<file path="src/rtl/msc_pkg.sv">
// Shared types and constants for the masked share conversion block.
`timescale 1ns / 1ps

package msc_pkg;

   // Width of every word field on the ports.
   localparam int FIELD_BITS = 32;

   // Conversion selector.
   typedef enum logic [0:0] {
      OP_B2A = 1'b0,   // XOR mask to subtractive mask
      OP_A2B = 1'b1    // subtractive mask to XOR mask
   } op_type;

endpackage

</file>
<file path="src/rtl/msc_out.sv">
// Output register with one skid entry.
`timescale 1ns / 1ps

module msc_out (
   input  logic                           clock,
   input  logic                           reset,
   input  logic                           in_valid,
   input  logic [msc_pkg::FIELD_BITS-1:0] in_value,
   input  logic                           rsp_stall,
   output logic                           rsp_valid,
   output logic [msc_pkg::FIELD_BITS-1:0] rsp_value,
   output logic                           hold
);

   logic                           out_valid_ff, out_valid_in;
   logic                           skid_valid_ff, skid_valid_in;
   logic [msc_pkg::FIELD_BITS-1:0] out_value_ff, out_value_in;
   logic [msc_pkg::FIELD_BITS-1:0] skid_value_ff, skid_value_in;
   logic                           take;

   always_comb begin
      take          = out_valid_ff && !rsp_stall;
      out_valid_in  = out_valid_ff;
      skid_valid_in = skid_valid_ff;
      out_value_in  = out_value_ff;
      skid_value_in = skid_value_ff;
      if (skid_valid_ff) begin
         // chain is frozen; drain the skid entry
         if (take) begin
            out_value_in  = skid_value_ff;
            skid_valid_in = 1'b0;
         end
      end else if (in_valid) begin
         if (!out_valid_ff || take) begin
            out_value_in = in_value;
            out_valid_in = 1'b1;
         end else begin
            skid_value_in = in_value;
            skid_valid_in = 1'b1;
         end
      end else if (take) begin
         out_valid_in = 1'b0;
      end
   end

   always_ff @(posedge clock) begin
      if (reset) begin
         out_valid_ff  <= 1'b0;
         skid_valid_ff <= 1'b0;
      end else begin
         out_valid_ff  <= out_valid_in;
         skid_valid_ff <= skid_valid_in;
      end
   end

   always_ff @(posedge clock) begin
      out_value_ff  <= out_value_in;
      skid_value_ff <= skid_value_in;
   end

   assign rsp_valid = out_valid_ff;
   assign rsp_value = out_value_ff;
   assign hold      = skid_valid_ff;

endmodule

</file>
<file path="config.mk">
export PLATFORM = sky130hd
export DESIGN_NAME = msc_out
export DESIGN_NICKNAME = d
export VERILOG_FILES = /design/src/rtl/msc_pkg.sv /design/src/rtl/msc_out.sv
export SDC_FILE = /design/constraint.sdc
export NUM_CORES = 1
export LEC_CHECK = 0
export ABC_AREA = 1
export ABC_CLOCK_PERIOD_IN_PS = 4510
export BUFFER_PORTS_ARGS = -buffer_cell sky130_fd_sc_hd__clkbuf_2
export CORE_MARGIN = 3
export CORE_UTILIZATION = 25
export DETAILED_ROUTE_END_ITERATION = 6
export PLACE_DENSITY = 0.48
export SLEW_MARGIN = 5
export SYNTH_ARGS = -nofsm -noshare
export SYNTH_HDL_FRONTEND = slang
export SYNTH_SLANG_ARGS = --single-unit
export TNS_END_PERCENT = 30
</file>
<file path="constraint.sdc">
create_clock -name clock -period 4.51 [get_ports clock]
set_input_delay 0.451 -clock clock [delete_from_list [all_inputs] [get_ports clock]]
set_output_delay 0.451 -clock clock [all_outputs]
set_load 0.1 [all_outputs]
</file>
==> impl_metrics.json <==
{
  "netlist-cell-type-count": 13,
  "post_cts_buffers": 0,
  "worstPathArrival_ns": 2.27,
  "setup_repair_after_global_routing_missed_its_margin": "false",
  "ys_ff_latch": 66,
  "fmax_ghz": 0.431,
  "die_height_um": 107,
  "final_hold_viol_count": 0,
  "post_synth_instance_area_um2": 2530,
  "finalSetupViolations": 0,
  "setup_tns_ns": 0,
  "globalRouteTotalUtil_pct": 9.35,
  "seq_area_frac_synth_pct": 77.5,
  "routed_wirelength_mm": 5.11,
  "fin_hold_ws_ns": 0.287,
  "vias_in_the_first_global_route": 1522,
  "path_class": "reg2reg",
  "timing.hold.worst.class": "in2reg",
  "cts.sinks": 66,
  "postSynthCellCount": 187,
  "critical_path_required_ns": 4.46,
  "critical-path-slowest-cell": "a21oi_4",
  "drive_gt1_share_pct": 38.5,
  "layout.cells.non_filler": 398,
  "worst_setup_hold_path_clk_slew_ns": 0.07,
  "finalWeightedCongestion": 0.658,
  "synthesis.area_per_instance_um2": 13.5,
  "final_nets": 296,
  "critical-path-max-stage-delay_ns": 0.84,
  "crit_chain": "nand2_1 -> a21oi_4",
  "ant_nets": 0,
  "outcome": "finished clean",
  "rows": 36,
  "initial_core_util_pct": 25.8,
  "transition_at_the_pin_with_the_smallest_max_transition_slack_ns": 1.24,
  "preCtsSetupSlack_ns": 2.17,
  "postLayoutSetupSlackWorst_ns": 2.19,
  "vdd_ir_drop_max_mv": 0.128,
  "insertedDiodeCount": 0,
  "number_of_antenna_violations_at_the_first_check_in_global_routing": 0,
  "maxCapViolations": 0,
  "globalRouteMet3Util_pct": 3.31,
  "detailedRoute.firstPassIterationCount": 4,
  "fill_cells": 1033,
  "cts_hold_buf": 0,
  "area_added_between_synthesis_and_finish_pct": 24.5,
  "cts_tree": "built",
  "cts_repair_resize_count": 0,
  "final-seq-area_um2": 1960,
  "dieArea_um2": 11400,
  "cts-root-to-sink-buffers": 2,
  "detailedRoute.firstIterationViolations": 68,
  "globalRouteMet1Util_pct": 11.3,
  "layout_min_cycle_time_ns": 2.32,
  "slew-limit-headroom_pct": 17.4,
  "combined_area_of_the_multi_input_logic_cells_um2": 458,
  "wl_per_cell_um": 12.8,
  "finalCoreUtilization_pct": 32.1,
  "die_width_um": 107,
  "portBuffers": 69,
  "power_density_nw_per_um2": 462,
  "timing.critical_path.fanout_max": 37,
  "grt_start_max_net_pins": 38,
  "syn-num-nets": 223,
  "cts_max_level": 3,
  "maxSlewViolCount": 0,
  "report.power.total_mw": 1.46,
  "placed_instances": 382,
  "cts.root.buffer_cell": "clkbuf_8",
  "top_usage_layer": "met2",
  "yosys_warnings": 0,
  "gr-total-overflow": 0,
  "avgViaCountPerCell": 3.80,
  "cts_inserted_buffers": 9,
  "area_of_all_placed_cells_without_fillers_um2": 3150,
  "drcViolationCount": 0,
  "gr-usage-met2_pct": 14.4,
  "i_o_pin_cnt": 70,
  "critPathLaunchType": "flip-flop",
  "finalCritPeriodShare_pct": 51.4,
  "clock_insertion_delay_worst_skew_ns": 0.33,
  "fin_worst_skew_ns": 0.00699,
  "worstSetupEndpointType": "flip-flop",
  "power.static_leakage_nw": 1.33,
  "fp.coreArea_um2": 9820,
  "grt_pass1_wl_mm": 7.95,
  "dr_total_vias": 1513,
  "place_hpwl_mm": 3.35,
  "postPlaceCellArea_um2": 2970
}
[logic make-up (layout without fill, tap and decap cells)]
kind of cell,Yosys count,count (layout),share of synthesized area (%)
compound gates,2,2,0.543
buf+inv,14,92,4.89
flops,66,66,77.5
simple gates,105,105,17.1
[cell type report]
type / instances / share of cell area [%]
clock buffer: 11 / 4.17
tap: 133 / 5.28
inverter: 7 / 1.07
clock inverter: 5 / 1.75
multi-input combinational: 107 / 14.5
timing repair buffer: 69 / 11.0
sequential: 66 / 62.3
[registers in the layout, indices dropped and copies added (netlist names)]
signal	flops
rsp_valid	1
rsp_value	32
skid_value_ff	32
hold	1
[cell usage in the layout, fill, tap and decap left out, types with 2 or more instances in the layout]
master | netlist | final
clkbuf_1 | 0 | 2
clkinv_2 | 0 | 2
clkinvlp_4 | 0 | 2
edfxtp_1 | 64 | 64
nand2_2 | 15 | 15
clkbuf_2 | 0 | 69
clkbuf_8 | 1 | 9
nand2_1 | 88 | 88
inv_1 | 6 | 6
[metal layers]
metal  vias to the layer above  wire [um]
li1                        765          -
met1                       692       2250
met2                        46       2410
met3                        10        368
met4                         0         78
met5                         -          0
[worst paths after layout]
kind	from	endpoint	slack [ns]	cells after the start
hold reg to reg	skid_value_ff[17]$_DFFE_PP_	rsp_value[17]$_DFFE_PP_	0.52	2
hold / removal	reset	hold$_SDFF_PP0_	0.29	2
setup / recovery	hold$_SDFF_PP0_	rsp_value[11]$_DFFE_PP_	2.19	2
setup reg to reg	hold$_SDFF_PP0_	rsp_value[11]$_DFFE_PP_	2.19	2
[worst max-delay path, delay by kind of cell, from the launching register on]
| kind | cells | cell delay, ns |
|---|---|---|
| AOI/OAI and AO/OA | 1 | 0.84 |
| DFF | 1 | 0.83 |
| and+or+nand+nor | 1 | 0.23 |
[Yosys cell counts (all sizes together)]
library cell | instances | area (um^2)
buf | 6 | 76.3
dfxtp | 2 | 40.0
clkbuf | 1 | 13.8
inv | 7 | 33.8
nand3 | 1 | 5.00
a21oi | 2 | 13.8
nand2 | 103 | 424
edfxtp | 64 | 1920
nor2 | 1 | 3.75
[where the power goes]
part	switching, mW	internal (mW)
Sequential	0.0131	0.712
Combinational	0.222	0.0377
Clock	0.217	0.254
Total	0.453	1.00
Note: power is estimated with default switching activity, not from simulation.
