--- config.mk ---
export PLATFORM = sky130hd
export DESIGN_NAME = msc_cell
export DESIGN_NICKNAME = d
export VERILOG_FILES = /design/src/rtl/msc_cell.sv
export SDC_FILE = /design/constraint.sdc
export NUM_CORES = 1
export LEC_CHECK = 0
export BUFFER_PORTS_ARGS = -buffer_cell sky130_fd_sc_hd__buf_2
export CORE_AREA = 5 5 122 124
export DETAILED_ROUTE_END_ITERATION = 12
export DIE_AREA = 0 0 127 129
export PLACE_DENSITY_LB_ADDON = 0.2
export SYNTH_ARGS = -nofsm -noshare
export SYNTH_HDL_FRONTEND = slang
export SYNTH_SLANG_ARGS = --single-unit
--- constraint.sdc ---
create_clock -name clock -period 1.15 [get_ports clock]
set_input_delay 0.115 -clock clock [delete_from_list [all_inputs] [get_ports clock]]
set_output_delay 0.115 -clock clock [all_outputs]
set_load 0.03 [all_outputs]
--- src/rtl/msc_cell.sv ---
// One step of the masked carry recurrence, registered.
`timescale 1ns / 1ps

module msc_cell #(
   parameter int WORD_BITS = 32
) (
   input  logic                 clock,
   input  logic                 reset,
   input  logic                 advance,
   input  logic                 in_valid,
   input  logic [WORD_BITS-1:0] in_carry,
   input  logic [WORD_BITS-1:0] in_inv,
   input  logic [WORD_BITS-1:0] in_mask,
   input  logic [WORD_BITS-1:0] in_value,
   input  logic [WORD_BITS-1:0] in_partial,
   output logic                 out_valid,
   output logic [WORD_BITS-1:0] out_carry,
   output logic [WORD_BITS-1:0] out_inv,
   output logic [WORD_BITS-1:0] out_mask,
   output logic [WORD_BITS-1:0] out_value,
   output logic [WORD_BITS-1:0] out_partial
);

   logic                 valid_ff;
   logic [WORD_BITS-1:0] carry_ff, inv_ff, mask_ff, value_ff, partial_ff;
   logic [WORD_BITS-1:0] gen;
   logic [WORD_BITS-1:0] carry_in;

   always_comb begin
      gen      = (in_carry & in_mask) ^ in_inv ^ (in_carry & in_value);
      carry_in = {gen[WORD_BITS-2:0], 1'b0};
   end

   always_ff @(posedge clock) begin
      if (reset) begin
         valid_ff <= 1'b0;
      end else if (advance) begin
         valid_ff <= in_valid;
      end
   end

   always_ff @(posedge clock) begin
      if (advance) begin
         carry_ff   <= carry_in;
         inv_ff     <= in_inv;
         mask_ff    <= in_mask;
         value_ff   <= in_value;
         partial_ff <= in_partial;
      end
   end

   assign out_valid   = valid_ff;
   assign out_carry   = carry_ff;
   assign out_inv     = inv_ff;
   assign out_mask    = mask_ff;
   assign out_value   = value_ff;
   assign out_partial = partial_ff;

endmodule

==> results.json, run 1 <==
{
  "routed_via_density": 4.38,
  "drtIter0Drc": 159,
  "place.port_buffers": 322,
  "whs_endpoint": "out_carry[10]",
  "power_density_nw_per_um2": 1630,
  "cts_buffers": 17,
  "hp-class": "in2reg",
  "place.detailed.hpwl_mm": 11.1,
  "outcome": "complete, no violations",
  "fin_crit_sh": 0.968,
  "hp-start": "in_carry[9]",
  "setup_violations": 0,
  "max_cap_violations": 0,
  "critPathMaxFanout": 1,
  "rsz0062_at_grt": "false",
  "cp_top_family": "flip-flops",
  "grt_pass1_vias": 4422,
  "slew_viol_final": 0,
  "cts_setup_buffers": 0,
  "fin_util": 0.683,
  "cts_root_buffer": "clkbuf_16",
  "hold_path_depth": 3,
  "synth-seq-cells": 160,
  "wirelength_mm": 15.9,
  "overflow": 0,
  "clkLatencyLatePin_ps": 410,
  "ys_warn_count": 0,
  "clkTransAtPathRegs_ps": 60,
  "crit_type": "reg2out",
  "timing.rr.start": "out_valid",
  "fin_cells": 928,
  "ioPinCount": 325,
  "core_um2": 13700,
  "clkSinkCount": 160,
  "syn_inst": 257,
  "initial_core_util": 0.401,
  "die-height_um": 129,
  "startpoint_type": "flop",
  "p_leak_nw": 4.01,
  "antenna_left": 0,
  "syn_to_final_growth_pct": 70.2,
  "slowest_delay_ps": 390,
  "layout-drive-gt1-share": 0.478,
  "synth_seq_area_share": 0.875,
  "ff2ff_path_depth": 2,
  "clock_skew_ps": 0,
  "clockBufferDepth": 2,
  "syn_nets": 421,
  "netlist_area_um2": 5480,
  "whs_ps": 54.8,
  "cts_tree": "yes",
  "hold_violations": 0,
  "cp_slowest_cell": "edfxtp_1",
  "grt_pass1_wl_mm": 23.5,
  "final.min_clock_period_ps": 1110,
  "rrSetupSlack_ps": 550,
  "dieArea_um2": 16400,
  "wire_per_inst_um": 17.1,
  "critPathBufInv": 1,
  "crit_required_ps": 1030,
  "die_w_um": 127,
  "num-nets-final": 899,
  "vias": 4068,
  "synth_cell_types": 9,
  "grt_max_degree": 32,
  "crit_arrival_ps": 1000,
  "fmaxAchievable_mhz": 898,
  "finalSetupTns_ps": 0,
  "drt_first_pass_iters": 4,
  "htreeDepth": 4,
  "dp.cells": 766,
  "endpoint_kind": "output port",
  "cp_cell_sequence": "buf_2",
  "r2r_end": "out_valid",
  "track_usage": 0.191,
  "ir_drop_mv": 1.12,
  "antenna_found_initial": 1,
  "syn_area_per_cell_um2": 21.3,
  "rows": 43,
  "post-route-drc-count": 0,
  "globalplace.congestion": 0.799
}
## per-stage QoR
stage          area, um^2  worst slack (ps)  power, W
3_3_place_gp         7420               236   0.00951
6_report             9330              36.3    0.0152
3_5_place_dp         7420               231   0.00956
5_1_grt              9330             0.591    0.0158
2_1_floorplan        5480               421   0.00853
4_1_cts              9310             0.814    0.0154
## sequential cells by signal (all words and copies together) (netlist names)
signal       cells
out_mask        32
out_value       32
out_carry       31
out_partial     32
out_valid        1
out_inv         32
## kinds of logic after synthesis
| logic type | after synthesis | share of synthesized area |
|---|---|---|
| other | 1 | 0.000684 |
| flip-flops | 160 | 0.875 |
| buffers and inverters | 1 | 0.00137 |
| AND/OR/NAND/NOR | 32 | 0.0219 |
| multiplexers | 1 | 0.00183 |
| XOR/XNOR | 62 | 0.0991 |
## power by group
group / total (W) / switching, W / internal [W] / leakage, nW
clock network: 0.00543 / 0.00206 / 0.00336 / 0.282
registers: 0.00713 / 0.000129 / 0.00700 / 1.56
logic: 0.00269 / 0.00168 / 0.00100 / 2.16
total: 0.0152 / 0.00387 / 0.0114 / 4.01
## layout make-up
| cell class | instances | area (um^2) |
|---|---|---|
| diodes | 1 | 2.50 |
| clock buffers | 18 | 429 |
| clock inverters | 13 | 146 |
| fillers | 940 | 4340 |
| multi-input cells | 96 | 677 |
| flip-flops and latches | 160 | 4790 |
| well taps | 180 | 225 |
| repair buffers | 460 | 3050 |
## synthesized netlist by cell type
cell type	n	share of area
xor2_1	31	0.050
dfxtp_1	1	0.0037
buf_4	1	0.0014
conb_1	1	0.00068
edfxtp_1	159	0.87
nand2_1	31	0.021
mux2i_1	1	0.0018
nor2_1	1	0.00068
xnor2_1	31	0.050
## metal layers
layer  vias up  track usage  share of wire
met1      1914        0.196           0.34
met5         -            0              0
met4         0       0.0757          0.023
met2       219        0.351           0.54
met3        31       0.0726          0.097
li1       1904            -              -
## how the worst max path moves through the flow
| stage | start | to | slack [ps] | depth (start not counted) |
|---|---|---|---|---|
| floorplan | out_valid | out_valid | 420 | 2 |
| finish | out_partial[6] | out_partial[6] | 40 | 1 |
| detailed placement | advance | out_value[15] | 230 | 2 |
| CTS | out_inv[6] | out_inv[6] | 0.8 | 1 |
| global route | out_inv[21] | out_inv[21] | 0.6 | 1 |
| global placement | advance | out_mask[23] | 240 | 2 |
## what timing repair did
action / 4_1_cts / 5_1_grt
resized for setup: 2 / 8
hold buffers: 130 / 0
endpoints found under the hold margin: 153 / 0
endpoints found under the setup margin: 2 / 5
## tightest hold or removal path, cell delays in order
cell and delay (ps):
buf_2 70, nand2_1 50, xnor2_1 120
## layout by cell type (no fill, tap or decap), drive strengths merged, types with 3 or more instances in the layout
| cell | instances |
|---|---|
| buf | 329 |
| edfxtp | 159 |
| dlygate4sd3 | 130 |
| xor2 | 31 |
| nand2 | 31 |
| xnor2 | 31 |
| clkbuf | 19 |
| clkinv | 9 |
| bufinv | 3 |
Note: power is estimated with default switching activity, not from simulation.
==> run 2, diff against run 1 <==
Settings changed: RECOVER_POWER set to 50.
==> run 2 against run 1 <==
  * Global-route usage is the same
  * Clock-buffer cell count unchanged
  * Clock power about the same
  * Sequential share of layout area up 0.71 points
  * Core utilization is 0.93 points lower
  * Maximum frequency down 0.64%
  * Setup slack worse by 7.2 ps
  * Total power fell by 0.41%
  * First-iteration DRC count down 5.0%
  * Combinational power down 2%
==> results.json, run 2 (synthesized netlist as in run 1, its figures left out) <==
{
  "outcome": "complete, no violations",
  "max_cap_violations": 0,
  "clock_skew_ps": 0,
  "fin_cells": 928,
  "startpoint_type": "flop",
  "critPathBufInv": 1,
  "mostFrequentLayoutCell": "buf_2",
  "post-route-drc-count": 0,
  "power_density_nw_per_um2": 1650,
  "num-nets-final": 899,
  "design_area_um2": 9200,
  "dieArea_um2": 16400,
  "wire_per_inst_um": 17.1,
  "place_area_um2": 7420,
  "slowest_delay_ps": 400,
  "final.min_clock_period_ps": 1120,
  "routed_via_density": 4.38,
  "vias": 4064,
  "hold_violations": 0,
  "setup_violations": 0,
  "slew_viol_final": 0,
  "drt_first_pass_iters": 4,
  "place.detailed.hpwl_mm": 11.1,
  "endpoint_kind": "output port",
  "antenna_left": 0,
  "rows": 43,
  "drtIter0Drc": 151,
  "fmaxAchievable_mhz": 892,
  "place.port_buffers": 322,
  "cp_slowest_cell": "edfxtp_1",
  "die_w_um": 127,
  "clkSinkCount": 160,
  "fill_cells": 983,
  "globalplace.congestion": 0.799,
  "pre_cts_ws_ps": 231,
  "cts_tree": "yes",
  "crit_arrival_ps": 1010,
  "grt_pass1_vias": 4422,
  "rsz0062_at_grt": "false",
  "fin_ws_ps": 29.1,
  "multiInputGateArea_um2": 677,
  "clkTransAtPathRegs_ps": 60,
  "ioPinCount": 325,
  "htreeDepth": 4,
  "cts_buffers": 17,
  "seq_area_um2": 4790,
  "die-height_um": 129,
  "cts_root_buffer": "clkbuf_16",
  "cp_cell_sequence": "buf_2",
  "whs_ps": 54.4,
  "layout-drive-gt1-share": 0.412,
  "critPathMaxFanout": 1,
  "initial_core_util": 0.401,
  "ff2ff_path_depth": 2,
  "track_usage": 0.191,
  "syn_to_final_growth_pct": 67.9,
  "crit_required_ps": 1030,
  "p_leak_nw": 3.85,
  "hold_path_depth": 3,
  "grt_max_degree": 32,
  "hp-class": "in2reg",
  "clockBufferDepth": 2,
  "cp_top_family": "flip-flops",
  "clkLatencyLatePin_ps": 410,
  "critical_path_depth": 1,
  "dp.cells": 766,
  "wirelength_mm": 15.8,
  "final_cell_mix": "buf_2 (270), edfxtp_1 (159), dlygate4sd3_1 (130), clkbuf_1 (50)",
  "finalSetupTns_ps": 0,
  "grt_pass1_wl_mm": 23.5,
  "overflow": 0,
  "ir_drop_mv": 1.12,
  "antenna_found_initial": 1,
  "core_um2": 13700,
  "crit_type": "reg2out",
  "fin_crit_sh": 0.975
}
==> run 2: changes by cell type in the layout (fill, tap and decap cells not counted), sizes merged <==
cell and change:
buf -55, clkbuf +55
==> run 2: power by group <==
part	internal (W)	switching, W	leakage [nW]
Sequential	0.00700	0.000129	1.56
Clock	0.00336	0.00205	0.282
Combinational	0.000954	0.00168	2.00
Total	0.0113	0.00386	3.85
==> run 2: path summary, 6_finish.rpt <==
kind / start / slack, ps / end
max: out_partial[6] / 30 / out_partial[6]
min: in_carry[9] / 50 / out_carry[10]
max reg2reg: out_valid / 550 / out_valid
min reg2reg: out_valid / 500 / out_valid
==> run 2: layout make-up <==
type                    instances  area share
clock buffers                  18      0.0466
well taps                     180      0.0245
repair buffers                460       0.318
diodes                          1    0.000272
multi-input cells              96      0.0736
clock inverters                13      0.0159
flip-flops and latches        160       0.521
==> run 2: metal layers <==
layer	vias up	track usage	part of all wire
met2	222	0.351	0.54
met5	-	0	0
met3	31	0.0726	0.099
met4	0	0.0757	0.023
met1	1905	0.196	0.33
li1	1906	-	-
==> run 2: what timing repair did <==
action / CTS / global route
setup buffers: 0 / 0
gates resized for setup: 2 / 8
endpoints found under the setup margin: 2 / 5
endpoints found under the hold margin: 153 / 0
hold buffers: 130 / 0
==> run 2: stage by stage <==
stage | total power, W | util
6_report | 0.0152 | 0.673
5_1_grt | 0.0158 | 0.673
4_1_cts | 0.0154 | 0.681
3_5_place_dp | 0.00956 | 0.543
3_3_place_gp | 0.00951 | 0.543
2_1_floorplan | 0.00853 | -
