$ cat config.mk
export PLATFORM = sky130hd
export DESIGN_NAME = msc_entry
export DESIGN_NICKNAME = d
export VERILOG_FILES = /design/src/rtl/msc_pkg.sv /design/src/rtl/msc_entry.sv
export SDC_FILE = /design/constraint.sdc
export NUM_CORES = 1
export LEC_CHECK = 0
export BUFFER_PORTS_ARGS = -buffer_cell sky130_fd_sc_hd__buf_2
export CAP_MARGIN = 20
export CORE_MARGIN = 1
export CORE_UTILIZATION = 40
export CTS_CLUSTER_DIAMETER = 50
export DETAILED_ROUTE_END_ITERATION = 8
export SLEW_MARGIN = 40
export SYNTH_ARGS = -nofsm -noshare
export SYNTH_HDL_FRONTEND = slang
export SYNTH_SLANG_ARGS = --single-unit
$ cat constraint.sdc
create_clock -name clock -period 7.88 [get_ports clock]
set_input_delay 0 -clock clock [delete_from_list [all_inputs] [get_ports clock]]
set_output_delay 0 -clock clock [all_outputs]
set_load 0.02 [all_outputs]
$ cat src/rtl/msc_pkg.sv
// Shared types and constants for the masked share conversion block.
`timescale 1ns / 1ps

package msc_pkg;

   // Width of every word field on the ports.
   localparam int FIELD_BITS = 32;

   // Conversion selector.
   typedef enum logic [0:0] {
      OP_B2A = 1'b0,   // XOR mask to subtractive mask
      OP_A2B = 1'b1    // subtractive mask to XOR mask
   } op_type;

endpackage

$ cat src/rtl/msc_entry.sv
// Entry stage: Boolean-to-arithmetic conversion and carry recurrence setup.
`timescale 1ns / 1ps

module msc_entry #(
   parameter int WORD_BITS = 32
) (
   input  logic                 clock,
   input  logic                 reset,
   input  logic                 advance,
   input  logic                 in_valid,
   input  logic                 in_op,
   input  logic [WORD_BITS-1:0] in_value,
   input  logic [WORD_BITS-1:0] in_mask,
   input  logic [WORD_BITS-1:0] in_random,
   output logic                 out_valid,
   output logic [WORD_BITS-1:0] out_carry,
   output logic [WORD_BITS-1:0] out_inv,
   output logic [WORD_BITS-1:0] out_mask,
   output logic [WORD_BITS-1:0] out_value,
   output logic [WORD_BITS-1:0] out_partial
);

   logic                 valid_ff;
   logic [WORD_BITS-1:0] carry_ff, inv_ff, mask_ff, value_ff, partial_ff;
   logic [WORD_BITS-1:0] carry_in, inv_in, partial_in;

   // Boolean to arithmetic terms
   logic [WORD_BITS-1:0] b2a_t, b2a_g2, b2a_res;
   // Arithmetic to Boolean setup terms
   logic [WORD_BITS-1:0] a2b_t0, a2b_xb, a2b_g, a2b_om;
   logic                 is_a2b;

   always_comb begin
      is_a2b  = (in_op == msc_pkg::OP_A2B);

      // two independent subtractions, joined by XOR
      b2a_g2  = in_random ^ in_mask;
      b2a_t   = ((in_value ^ in_random) - in_random) ^ in_value;
      b2a_res = ((in_value ^ b2a_g2) - b2a_g2) ^ b2a_t;

      a2b_t0  = {in_random[WORD_BITS-2:0], 1'b0};
      a2b_xb  = a2b_t0 ^ in_value;
      a2b_g   = (in_random ^ a2b_xb) & in_mask;
      a2b_om  = (in_random & (in_random ^ in_mask)) ^ a2b_g ^ (a2b_t0 & in_value);

      // zero carry and invariant term let a B2A item ride the chain unchanged
      carry_in   = is_a2b ? a2b_t0 : '0;
      inv_in     = is_a2b ? a2b_om : '0;
      partial_in = is_a2b ? a2b_xb : b2a_res;
   end

   always_ff @(posedge clock) begin
      if (reset) begin
         valid_ff <= 1'b0;
      end else if (advance) begin
         valid_ff <= in_valid;
      end
   end

   always_ff @(posedge clock) begin
      if (advance) begin
         carry_ff   <= carry_in;
         inv_ff     <= inv_in;
         mask_ff    <= in_mask;
         value_ff   <= in_value;
         partial_ff <= partial_in;
      end
   end

   assign out_valid   = valid_ff;
   assign out_carry   = carry_ff;
   assign out_inv     = inv_ff;
   assign out_mask    = mask_ff;
   assign out_value   = value_ff;
   assign out_partial = partial_ff;

endmodule

==> summary.md, run 1 <==
| Metric | Value |
|---|---|
| Longest Clk Path Bufs | `2` |
| H-tree depth | `4` |
| Final Hold Viols | `0` |
| CTS Buf Count | `17` |
| # Max-Cap Violations | `0` |
| Avg Synthesized Cell Area | `10.8 um2` |
| Critical path arrival | `3.70 ns` |
| Final nets | `1,558` |
| Synth Flop Type | `edfxtp_1` |
| Placed Area | `13,100 um2` |
| IO Count | `262` |
| Max Freq | `0.284 GHz` |
| Seq cells post-synth | `160` |
| Clock Root Buffer | `clkbuf_16` |
| Clk slew on worst S/H paths | `0.07 ns` |
| First-pass GRT wire length | `45,800 um` |
| Worst-Skew Late Latency | `0.43 ns` |
| Via density | `4.91` |
| Resized Gates After CTS | `0` |
| CP Class | `input pin to flop` |
| P&R area growth vs syn | `24.6%` |
| Mapped Nets | `1,263` |
| Total global routing overflow | `0` |
| Fin crit share | `0.447` |
| Status | `finished clean` |
| Die area | `29,600 um2` |
| Synth Area in Compound Gates | `0.0873` |
| Critical Path RT | `8.06 ns` |
| Core Area | `28,100 um2` |
| Slew @ Worst Pin | `0.821 ns` |
| Most frequent cells in the layout | `259 x buf_2, 234 x xnor2_1, 159 x edfxtp_1` |
| Vias | `8,639` |
| Post-detail-place hpwl | `22,200 um` |
| ANT nets after route | `0` |
| Routed WL per cell | `16.8 um` |
| CP Capture Type | `flop` |
| Fillers | `2,607` |
| Synthesis warning total | `0` |
| Post-synth EDFFs | `159` |
| Post-Synth Simple-Gate Area | `0.101` |
| Fin cells | `1,758` |
| Largest family of logic cells by synthesized area | `XOR/XNOR gates` |
| Die Y-Extent | `172 um` |
| DRT Wirelength | `29,600 um` |
| Mux contribution to synthesized area | `0.0494` |
| Slew Limit Fails | `0` |
| Gr usage total | `0.202` |
| Pwr Density | `211 nW/um2` |
| Chip width | `172 um` |
| Post-Synth Adder-Cell Area | `0.0986` |
| Vias in the first global route | `8,609` |
| Final hold slack | `0.00679 ns` |
| Starting Density | `0.411` |
| Clk sinks | `160` |
| Initial antenna violation count | `4` |
| Std cell rows | `61` |
| Largest net degree at the start of global routing | `83` |
| Post-route setup TNS | `0 ns` |
| Port bufs | `260` |
| Sequential area share after synthesis | `0.415` |
| Mapped cell area | `11,500 um2` |
| DRT iter0 DRCs | `459` |
| Setup violators final | `0` |
| Worst VDD drop | `0.000105 V` |
| Inst Count DP | `1,656` |
| Detailed Routing Iterations Pass 1 | `5` |
| Layout Skew | `0 ns` |
| Worst setup SP type | `input pin` |
| Worst hold path class | `input pin to flop` |
| Commonest non-fill, non-tap cell in the layout | `buf_2` |
| RSZ-0062 raised after global routing | `false` |
| Xor-xnor portion of the synthesized cell area | `0.211` |
| CTS tree | `done` |
| Layout cell share with drive strength beyond 1 | `0.241` |
| Final Cell Area | `14,400 um2` |
| RePlAce Congestion | `0.864` |
| Worst rel slew slack | `0.453` |
| Max FO, Critical Path | `15` |
| Clock period minus worst slack | `3.53 ns` |
| Synth unique cells | `76` |
| Asr flop ratio synth | `0` |
| Cells after synthesis | `1,071` |
| Leak Pwr | `5.84 nW` |
| # DRC | `0` |
==> cell families after synthesis <==
| logic type | after synthesis |
|---|---|
| compound gates | 140 |
| flops | 160 |
| mux | 54 |
| buf+inv | 100 |
| other cells | 1 |
| xor+xnor | 273 |
| fa+ha+maj | 91 |
| simple gates | 252 |
==> worst max-delay path, cell delays in order <==
cell,delay (ns)
dlygate4sd3_1,0.55
buf_2,0.29
ha_1,0.35
xnor2_1,0.20
or2_1,0.25
a221oi_1,0.31
o31ai_1,0.16
a211o_1,0.39
a21oi_1,0.32
a21oi_1,0.24
o31ai_2,0.27
xnor2_1,0.10
mux2_2,0.26
==> final timing paths <==
check / startpoint / end / slack [ns] / depth (start not counted)
max: in_value[6] / out_partial[30]$_DFFE_PP_ / 4.35 / 13
min: in_random[5] / out_carry[6]$_SDFFCE_PN0P_ / 0.007 / 3
max reg2reg: out_valid$_SDFFE_PP0P_ / out_valid$_SDFFE_PP0P_ / 6.74 / 3
min reg2reg: out_valid$_SDFFE_PP0P_ / out_valid$_SDFFE_PP0P_ / 1.04 / 3
==> metal layers <==
metal  track usage  part of all wire  vias to the layer above
li1              -                 -                     4339
met2         0.336              0.47                      206
met5             0           0.00078                        -
met1         0.265              0.45                     4075
met4        0.0385            0.0074                        4
met3        0.0536             0.064                       15
==> power by group <==
group	switching (mW)	internal [mW]
registers	0.0223	1.06
logic	0.601	0.464
clock network	0.387	0.507
total	1.01	2.03
==> area by class of cell <==
cell class,instances,area [um2],share of cell area
Clock buffer,18,429,0.0298
Inverter,45,170,0.0118
Antenna cell,1,2.50,0.000174
Tap cell,378,473,0.0329
Clock inverter,14,180,0.0125
Timing Repair Buffer,331,2020,0.140
Multi-Input combinational cell,811,6320,0.439
Sequential cell,160,4790,0.333
==> per-stage QoR <==
stage	utilization	setup slack (ns)	power [mW]
floorplan	-	5.04	1.86
global placement	0.466	4.50	2.13
detailed placement	0.466	4.45	2.14
CTS	0.512	4.42	3.06
global route	0.512	4.13	3.20
finish	0.512	4.35	3.04
==> registers in the layout (all words and copies together) (netlist names) <==
| name | cells |
|---|---|
| out_inv | 32 |
| out_mask | 32 |
| out_partial | 32 |
| out_value | 32 |
| out_carry | 31 |
| out_valid | 1 |
==> cell usage after synthesis (all sizes together) (4+ instances only) <==
cell type | n | area, um2
xor2 | 36 | 315
o211ai | 8 | 60.1
mux2i | 33 | 330
a211oi | 4 | 30.0
buf | 14 | 98.8
and2 | 9 | 56.3
nor3 | 9 | 45.0
inv | 45 | 169
o31a | 7 | 61.3
edfxtp | 159 | 4770
clkbuf | 41 | 165
a31oi | 4 | 25.0
or2 | 4 | 27.5
or3 | 6 | 37.5
nor2 | 96 | 363
or4 | 5 | 37.5
o31ai | 12 | 95.1
ha | 91 | 1140
xnor2 | 235 | 2070
mux2 | 21 | 240
a21oi | 25 | 133
nor4 | 6 | 37.5
nand3 | 5 | 25.0
nor2b | 11 | 76.3
o21ai | 38 | 190
o21bai | 6 | 45.0
o221ai | 5 | 50.0
o41ai | 5 | 77.6
nand2b | 16 | 100
nand2 | 75 | 282
==> timing repair <==
action,4_1_cts,5_1_grt
endpoints found under the hold margin,71,0
buffers inserted,0,0
hold buffers,69,0
(Power assumes the default switching activity.)
==> run 2: changes to the inputs <==
==> constraint.sdc (replaced) <==
create_clock -name clock -period 3 [get_ports clock]
set_input_delay 0 -clock clock [delete_from_list [all_inputs] [get_ports clock]]
set_output_delay 0 -clock clock [all_outputs]
set_load 0.02 [all_outputs]
==> summary.md, run 2 (synthesized netlist as in run 1, its figures left out) <==
| Metric | Value |
|---|---|
| CP Capture Type | `flop` |
| Detailed Routing Iterations Pass 1 | `4 (-1)` |
| Gr usage total | `0.210 (+0.00746)` |
| Switch share | `0.335 (+0.00293)` |
| Worst hold path class | `input pin to flop` |
| Std cell rows | `61 (unchanged)` |
| Layout cell share with drive strength beyond 1 | `0.291 (+0.0499)` |
| RSZ-0062 raised after global routing | `true` |
| Combinational share of power | `0.370 (+0.020)` |
| Clk sinks | `160 (unchanged)` |
| Starting Density | `0.411 (unchanged)` |
| Power, Total | `8.10 mW (+170%)` |
| Hold path start | `in_random[29]` |
| Critical Path RT | `3.19 ns (-4.87 ns)` |
| Vias in the first global route | `9,080 (+5.5%)` |
| Setup violators final | `0 (unchanged)` |
| DRT Wirelength | `30,400 um (+2.9%)` |
| Fin worst setup slack | `0.0897 ns (-4.27 ns)` |
| Worst rel slew slack | `0.526 (+0.0729)` |
| Commonest non-fill, non-tap cell in the layout | `buf_2` |
| Critical-path cell list | `buf_2 > dlygate4sd3_1 > buf_4 > mux2i_4 > or3b_4 > a21oi_2 > o31ai_2 > a211o_1 > a21oi_2 > a21oi_2 > o31ai_2 > xnor2_1 > mux2_2` |
| Initial antenna violation count | `3 (-1)` |
| Via density | `4.89 (-0.44%)` |
| Max FO, Critical Path | `6 (-9)` |
| ANT nets after route | `0 (unchanged)` |
| CTS Buf Count | `17 (unchanged)` |
| Slowest stage delay, CP | `0.55 ns (about the same)` |
| Die Y-Extent | `172 um (unchanged)` |
| Layout Skew | `0 ns (unchanged)` |
| Status | `finished clean` |
| Slew @ Worst Pin | `0.711 ns (-0.109 ns)` |
| IO Count | `262 (unchanged)` |
| Pwr Density | `533 nW/um2 (+150%)` |
| Max Freq | `0.344 GHz` |
| Final nets | `1,638 (+5.1%)` |
| Post-detail-place hpwl | `23,300 um (+5.0%)` |
| CP Class | `input pin to flop` |
| Post-place setup slack | `-0.0717 ns (-4.53 ns)` |
| Total global routing overflow | `0 (unchanged)` |
| Leak Pwr | `6.27 nW (+7.4%)` |
| # DRC | `0 (unchanged)` |
| Slew Limit Fails | `0 (unchanged)` |
| Flop pwr share | `0.352 (-0.004)` |
| CTS tree | `done` |
| Fin crit share | `0.970` |
| Die area | `29,600 um2 (unchanged)` |
| Critical path arrival | `3.11 ns (-0.59 ns)` |
| Clk slew on worst S/H paths | `0.07 ns (about the same)` |
| H-tree depth | `4 (unchanged)` |
| CP Launch Point | `in_value[1]` |
| Most frequent cells in the layout | `258 x buf_2, 231 x xnor2_1, 159 x edfxtp_1` |
| CP most frequent cell | `a21oi_2` |
| Vias | `8,992 (+4.1%)` |
| Chip width | `172 um (unchanged)` |
| Worst-Skew Late Latency | `0.43 ns (about the same)` |
| Core Area | `28,100 um2 (unchanged)` |
| Switching pwr | `2.72 mW (+170%)` |
| First-pass GRT wire length | `47,800 um (+4.4%)` |
| DRT iter0 DRCs | `498 (+8.5%)` |
| Critical path's slowest cell | `dlygate4sd3_1` |
| Worst setup SP type | `input pin` |
| Routed WL per cell | `16.6 um (-1.6%)` |
| Final Hold Viols | `0 (unchanged)` |
| Largest net degree at the start of global routing | `74 (-11%)` |
| Worst VDD drop | `0.000265 V (+150%)` |
| P&R area growth vs syn | `31.8%` |
| Reg-to-Reg Start | `out_valid$_SDFFE_PP0P_` |
| Clock share of power | `0.279 (-0.015)` |
| Clock period minus worst slack | `2.91 ns` |
| Internal power | `5.39 mW (+170%)` |
| Clock Root Buffer | `clkbuf_16` |
| # Max-Cap Violations | `0 (unchanged)` |
| RePlAce Congestion | `0.872 (+0.86%)` |
| Longest Clk Path Bufs | `2 (unchanged)` |
| Port bufs | `260 (unchanged)` |
-- run 2: final cells by class --
class | count | area [um2]
clock inverter | 15 | 170
fill | 2588 | 12900
sequential | 160 | 4790
timing repair buffer | 411 | 2680
clock buffer | 17 | 425
antenna | 1 | 2.50
multi-input combinational | 811 | 6510
inverter | 45 | 169
tap | 378 | 473
-- run 2: power groups by stage --
| stage | Sequential [mW] | Combinational (mW) | Clock (mW) |
|---|---|---|---|
| final | 2.85 | 2.99 | 2.26 |
| after global routing | 2.88 | 3.26 | 2.40 |
| after global placement | 2.90 | 2.82 | 0 |
| after floorplan | 3.24 | 1.63 | 0 |
| after CTS | 2.85 | 2.95 | 2.32 |
| after detailed placement | 2.90 | 2.85 | 0 |
-- run 2: repair_timing --
item	in CTS	in global routing
resized for setup	0	31
hold buffers	84	0
endpoints found under the hold margin	94	0
setup buffers	0	1
setup endpoints to repair	0	12
-- run 2: worst paths after layout --
path	end	slack (ns)	cells after the start
max	out_partial[30]$_DFFE_PP_	0.09	13
min	out_carry[30]$_SDFFCE_PN0P_	0.02	3
max reg2reg	out_valid$_SDFFE_PP0P_	1.86	3
min reg2reg	out_valid$_SDFFE_PP0P_	1.04	3
-- run 2: critical path: cells and delay by family --
| family | cells | cell delay [ns] |
|---|---|---|
| and+or+nand+nor | 1 | 0.42 |
| buffers and inverters | 3 | 0.82 |
| AOI/OAI and AO/OA | 6 | 1.24 |
| xor gates and xnor gates | 1 | 0.10 |
| muxes | 2 | 0.53 |
-- run 2: layer usage --
| metal | part of all wire | vias to the layer above | GRT usage |
|---|---|---|---|
| met2 | 0.47 | 233 | 0.349 |
| met3 | 0.068 | 15 | 0.0584 |
| met1 | 0.45 | 4250 | 0.272 |
| met4 | 0.0077 | 2 | 0.0412 |
| met5 | 0.00043 | - | 0 |
| li1 | - | 4492 | - |
-- run 2: stage by stage --
step	cells	setup TNS [ns]	utilization	instance area, um2	hold slack [ns]
floorplan	1071	0	-	11500	0.0724
global placement	1720	-0.161	0.484	13600	0.156
detailed placement	1720	-0.306	0.484	13600	0.163
CTS	1836	0	0.535	15000	0.00226
global route	1838	-0.0302	0.542	15200	0.0232
finish	1838	0	0.542	15200	0.0183
==> run 3: changes to the inputs <==
--- a/config.mk
+++ b/config.mk
@@ -8,9 +8,10 @@
 export BUFFER_PORTS_ARGS = -buffer_cell sky130_fd_sc_hd__buf_2
 export CAP_MARGIN = 20
 export CORE_MARGIN = 1
-export CORE_UTILIZATION = 40
+export CORE_UTILIZATION = 50
 export CTS_CLUSTER_DIAMETER = 50
 export DETAILED_ROUTE_END_ITERATION = 8
+export PLACE_DENSITY = 0.78
 export SLEW_MARGIN = 40
 export SYNTH_ARGS = -nofsm -noshare
 export SYNTH_HDL_FRONTEND = slang
==> summary.md, run 3 (synthesized netlist as in run 1, its figures left out) <==
| Metric | Value |
|---|---|
| Max Freq | `0.342 GHz (-0.60%)` |
| Final Hold Viols | `0 (unchanged)` |
| Ant diodes | `0 (-1)` |
| Pwr Density | `532 nW/um2 (-0.17%)` |
| Status | `finished clean` |
| Fin cells | `1,733 (-5.7%)` |
| Total global routing overflow | `0 (unchanged)` |
| Setup violators final | `0 (unchanged)` |
| DRT iter0 DRCs | `494 (-0.80%)` |
| Layout cell share with drive strength beyond 1 | `0.287 (-0.00401)` |
| Via density | `5.38 (+10%)` |
| # DRC | `0 (unchanged)` |
| DRT Wirelength | `30,400 um (-0.26%)` |
| Slowest stage delay, CP | `0.53 ns (-0.02 ns)` |
| Leak Pwr | `6.18 nW (-1.5%)` |
| Std cell rows | `55 (-9.8%)` |
| Clock period minus worst slack | `2.93 ns (+0.0177 ns)` |
| P&R area growth vs syn | `29.0%` |
| Final nets | `1,627 (-0.67%)` |
| Gr usage total | `0.256 (+0.0462)` |
| Core Area | `22,600 um2 (-19%)` |
| Layout Skew | `0 ns (unchanged)` |
| Detailed Routing Iterations Pass 1 | `6 (+2)` |
| RR Endpoint | `out_valid$_SDFFE_PP0P_` |
| Worst VDD drop | `0.000369 V (+39%)` |
| Worst setup SP type | `input pin` |
| Starting Density | `0.510 (+0.0989)` |
| Post-route setup TNS | `0 ns (unchanged)` |
| Initial antenna violation count | `1 (-2)` |
| Hold Path Sink | `out_carry[29]$_SDFFCE_PN0P_` |
| Critical path arrival | `3.11 ns (about the same)` |
| Clock Root Buffer | `clkbuf_16` |
| WP buf/inv | `4 (+1)` |
| CP top delay family | `compound AO/OA/AOI/OAI gates` |
| Worst reg2reg setup slack | `1.85 ns (about the same)` |
| Critical-path cell list | `buf_2 > dlygate4sd3_1 > buf_4 > xor3_4 > o2111ai_1 > a211oi_2 > buf_4 > o211ai_1 > a31oi_1 > o21ai_2 > o221ai_1 > xnor2_1 > xnor2_1 > mux2_2` |
| Crit. path cell count | `14 (+1)` |
| IO Count | `262 (unchanged)` |
| CP Class | `input pin to flop` |
| Power, Total | `7.92 mW (-2.3%)` |
| ANT nets after route | `0 (unchanged)` |
| Longest Clk Path Bufs | `2 (unchanged)` |
| # Max-Cap Violations | `0 (unchanged)` |
| Vias | `9,325 (+3.7%)` |
| H-tree depth | `4 (unchanged)` |
| Inst Count DP | `1,626 (-5.5%)` |
| Largest net degree at the start of global routing | `56 (-24%)` |
| Reg2reg path depth | `3 (unchanged)` |
| Clk slew on worst S/H paths | `0.07 ns (about the same)` |
| Worst rel slew slack | `0.564 (+0.0384)` |
| Worst-Skew Late Latency | `0.44 ns (about the same)` |
| RePlAce Congestion | `0.909 (+4.3%)` |
| Worst hold path class | `input pin to flop` |
| Min-Delay Path Depth | `3 (unchanged)` |
| Hold path start | `in_random[28]` |
| Routed WL per cell | `17.5 um (+5.8%)` |
| Die Y-Extent | `154 um (-10%)` |
| Commonest non-fill, non-tap cell in the layout | `buf_2` |
| First-pass GRT wire length | `47,500 um (-0.77%)` |
| Port bufs | `260 (unchanged)` |
| Slew Limit Fails | `0 (unchanged)` |
| Reg-to-Reg Start | `out_valid$_SDFFE_PP0P_` |
| CTS Buf Count | `17 (unchanged)` |
| Fin crit share | `0.976 (+0.00589)` |
| CP Capture Type | `flop` |
| Vias in the first global route | `9,477 (+4.4%)` |
| CTS tree | `done` |
| Slew @ Worst Pin | `0.654 ns (-0.0576 ns)` |
| Fillers | `1,702 (-34%)` |
| Critical path's slowest cell | `dlygate4sd3_1` |
| Max FO, Critical Path | `3 (-3)` |
| Die area | `23,700 um2 (-20%)` |
| Clk sinks | `160 (unchanged)` |
| Most frequent cells in the layout | `259 x buf_2, 233 x xnor2_1, 159 x edfxtp_1` |
| Chip width | `154 um (-10%)` |
| Critical Path RT | `3.18 ns (about the same)` |
| Post-detail-place hpwl | `22,200 um (-4.7%)` |
==> run 3: power by group <==
| part | total [mW] | switching, mW | internal [mW] |
|---|---|---|---|
| registers | 2.86 | 0.0720 | 2.78 |
| logic | 2.98 | 1.65 | 1.33 |
| clock network | 2.09 | 0.946 | 1.14 |
==> run 3: per-stage QoR <==
| step | util | cell area, um2 | hold WS, ns | setup WS, ns |
|---|---|---|---|---|
| floorplan | - | 11500 | 0.0724 | 0.164 |
| global placement | 0.595 | 13500 | 0.157 | 0.0232 |
| detailed placement | 0.595 | 13500 | 0.161 | -0.0578 |
| CTS | 0.652 | 14800 | 0.00147 | 0.0146 |
| global route | 0.658 | 14900 | 0.0131 | -0.0153 |
| finish | 0.658 | 14900 | 0.00794 | 0.0721 |
==> run 3: area by class of cell <==
cell class                 instances  area [um2]  area share
sequential                       160        4790       0.322
inverter                          45         169      0.0113
multi-input combinational        811        6460       0.434
clock inverter                    13         113     0.00756
timing repair buffer             400        2570       0.173
clock buffer                      19         433      0.0291
tap                              285         357      0.0239
==> run 3: worst register-to-register path, stage by stage, from the launching register on <==
cell and delay (ns):
dfxtp_1 0.31, mux2i_1 0.13, nor2_1 0.06, dlygate4sd3_1 0.55
==> run 3: metal layers <==
metal	routed length [um]	part of all wire	track usage	vias to the layer above
li1	-	-	-	4484
met2	14900	0.49	0.441	353
met5	0	0	0	-
met1	12300	0.40	0.303	4426
met3	2340	0.077	0.0693	62
met4	837	0.028	0.100	0
==> run 3: how the worst max path moves through the flow <==
stage	startpoint	endpoint	slack, ns
detailed placement	in_random[6]	out_partial[22]$_DFFE_PP_	-0.06
finish	in_mask[2]	out_partial[30]$_DFFE_PP_	0.07
global route	in_random[8]	out_partial[22]$_DFFE_PP_	-0.02
global placement	in_random[2]	out_partial[19]$_DFFE_PP_	0.02
CTS	in_random[8]	out_partial[22]$_DFFE_PP_	0.01
floorplan	in_random[1]	out_partial[25]$_DFFE_PP_	0.16
==> run 3: what timing repair did <==
action,CTS,global route
endpoints found under the hold margin,76,0
buffers inserted,0,0
hold buffers,75,0
endpoints found under the setup margin,0,11
gates resized for setup,0,25
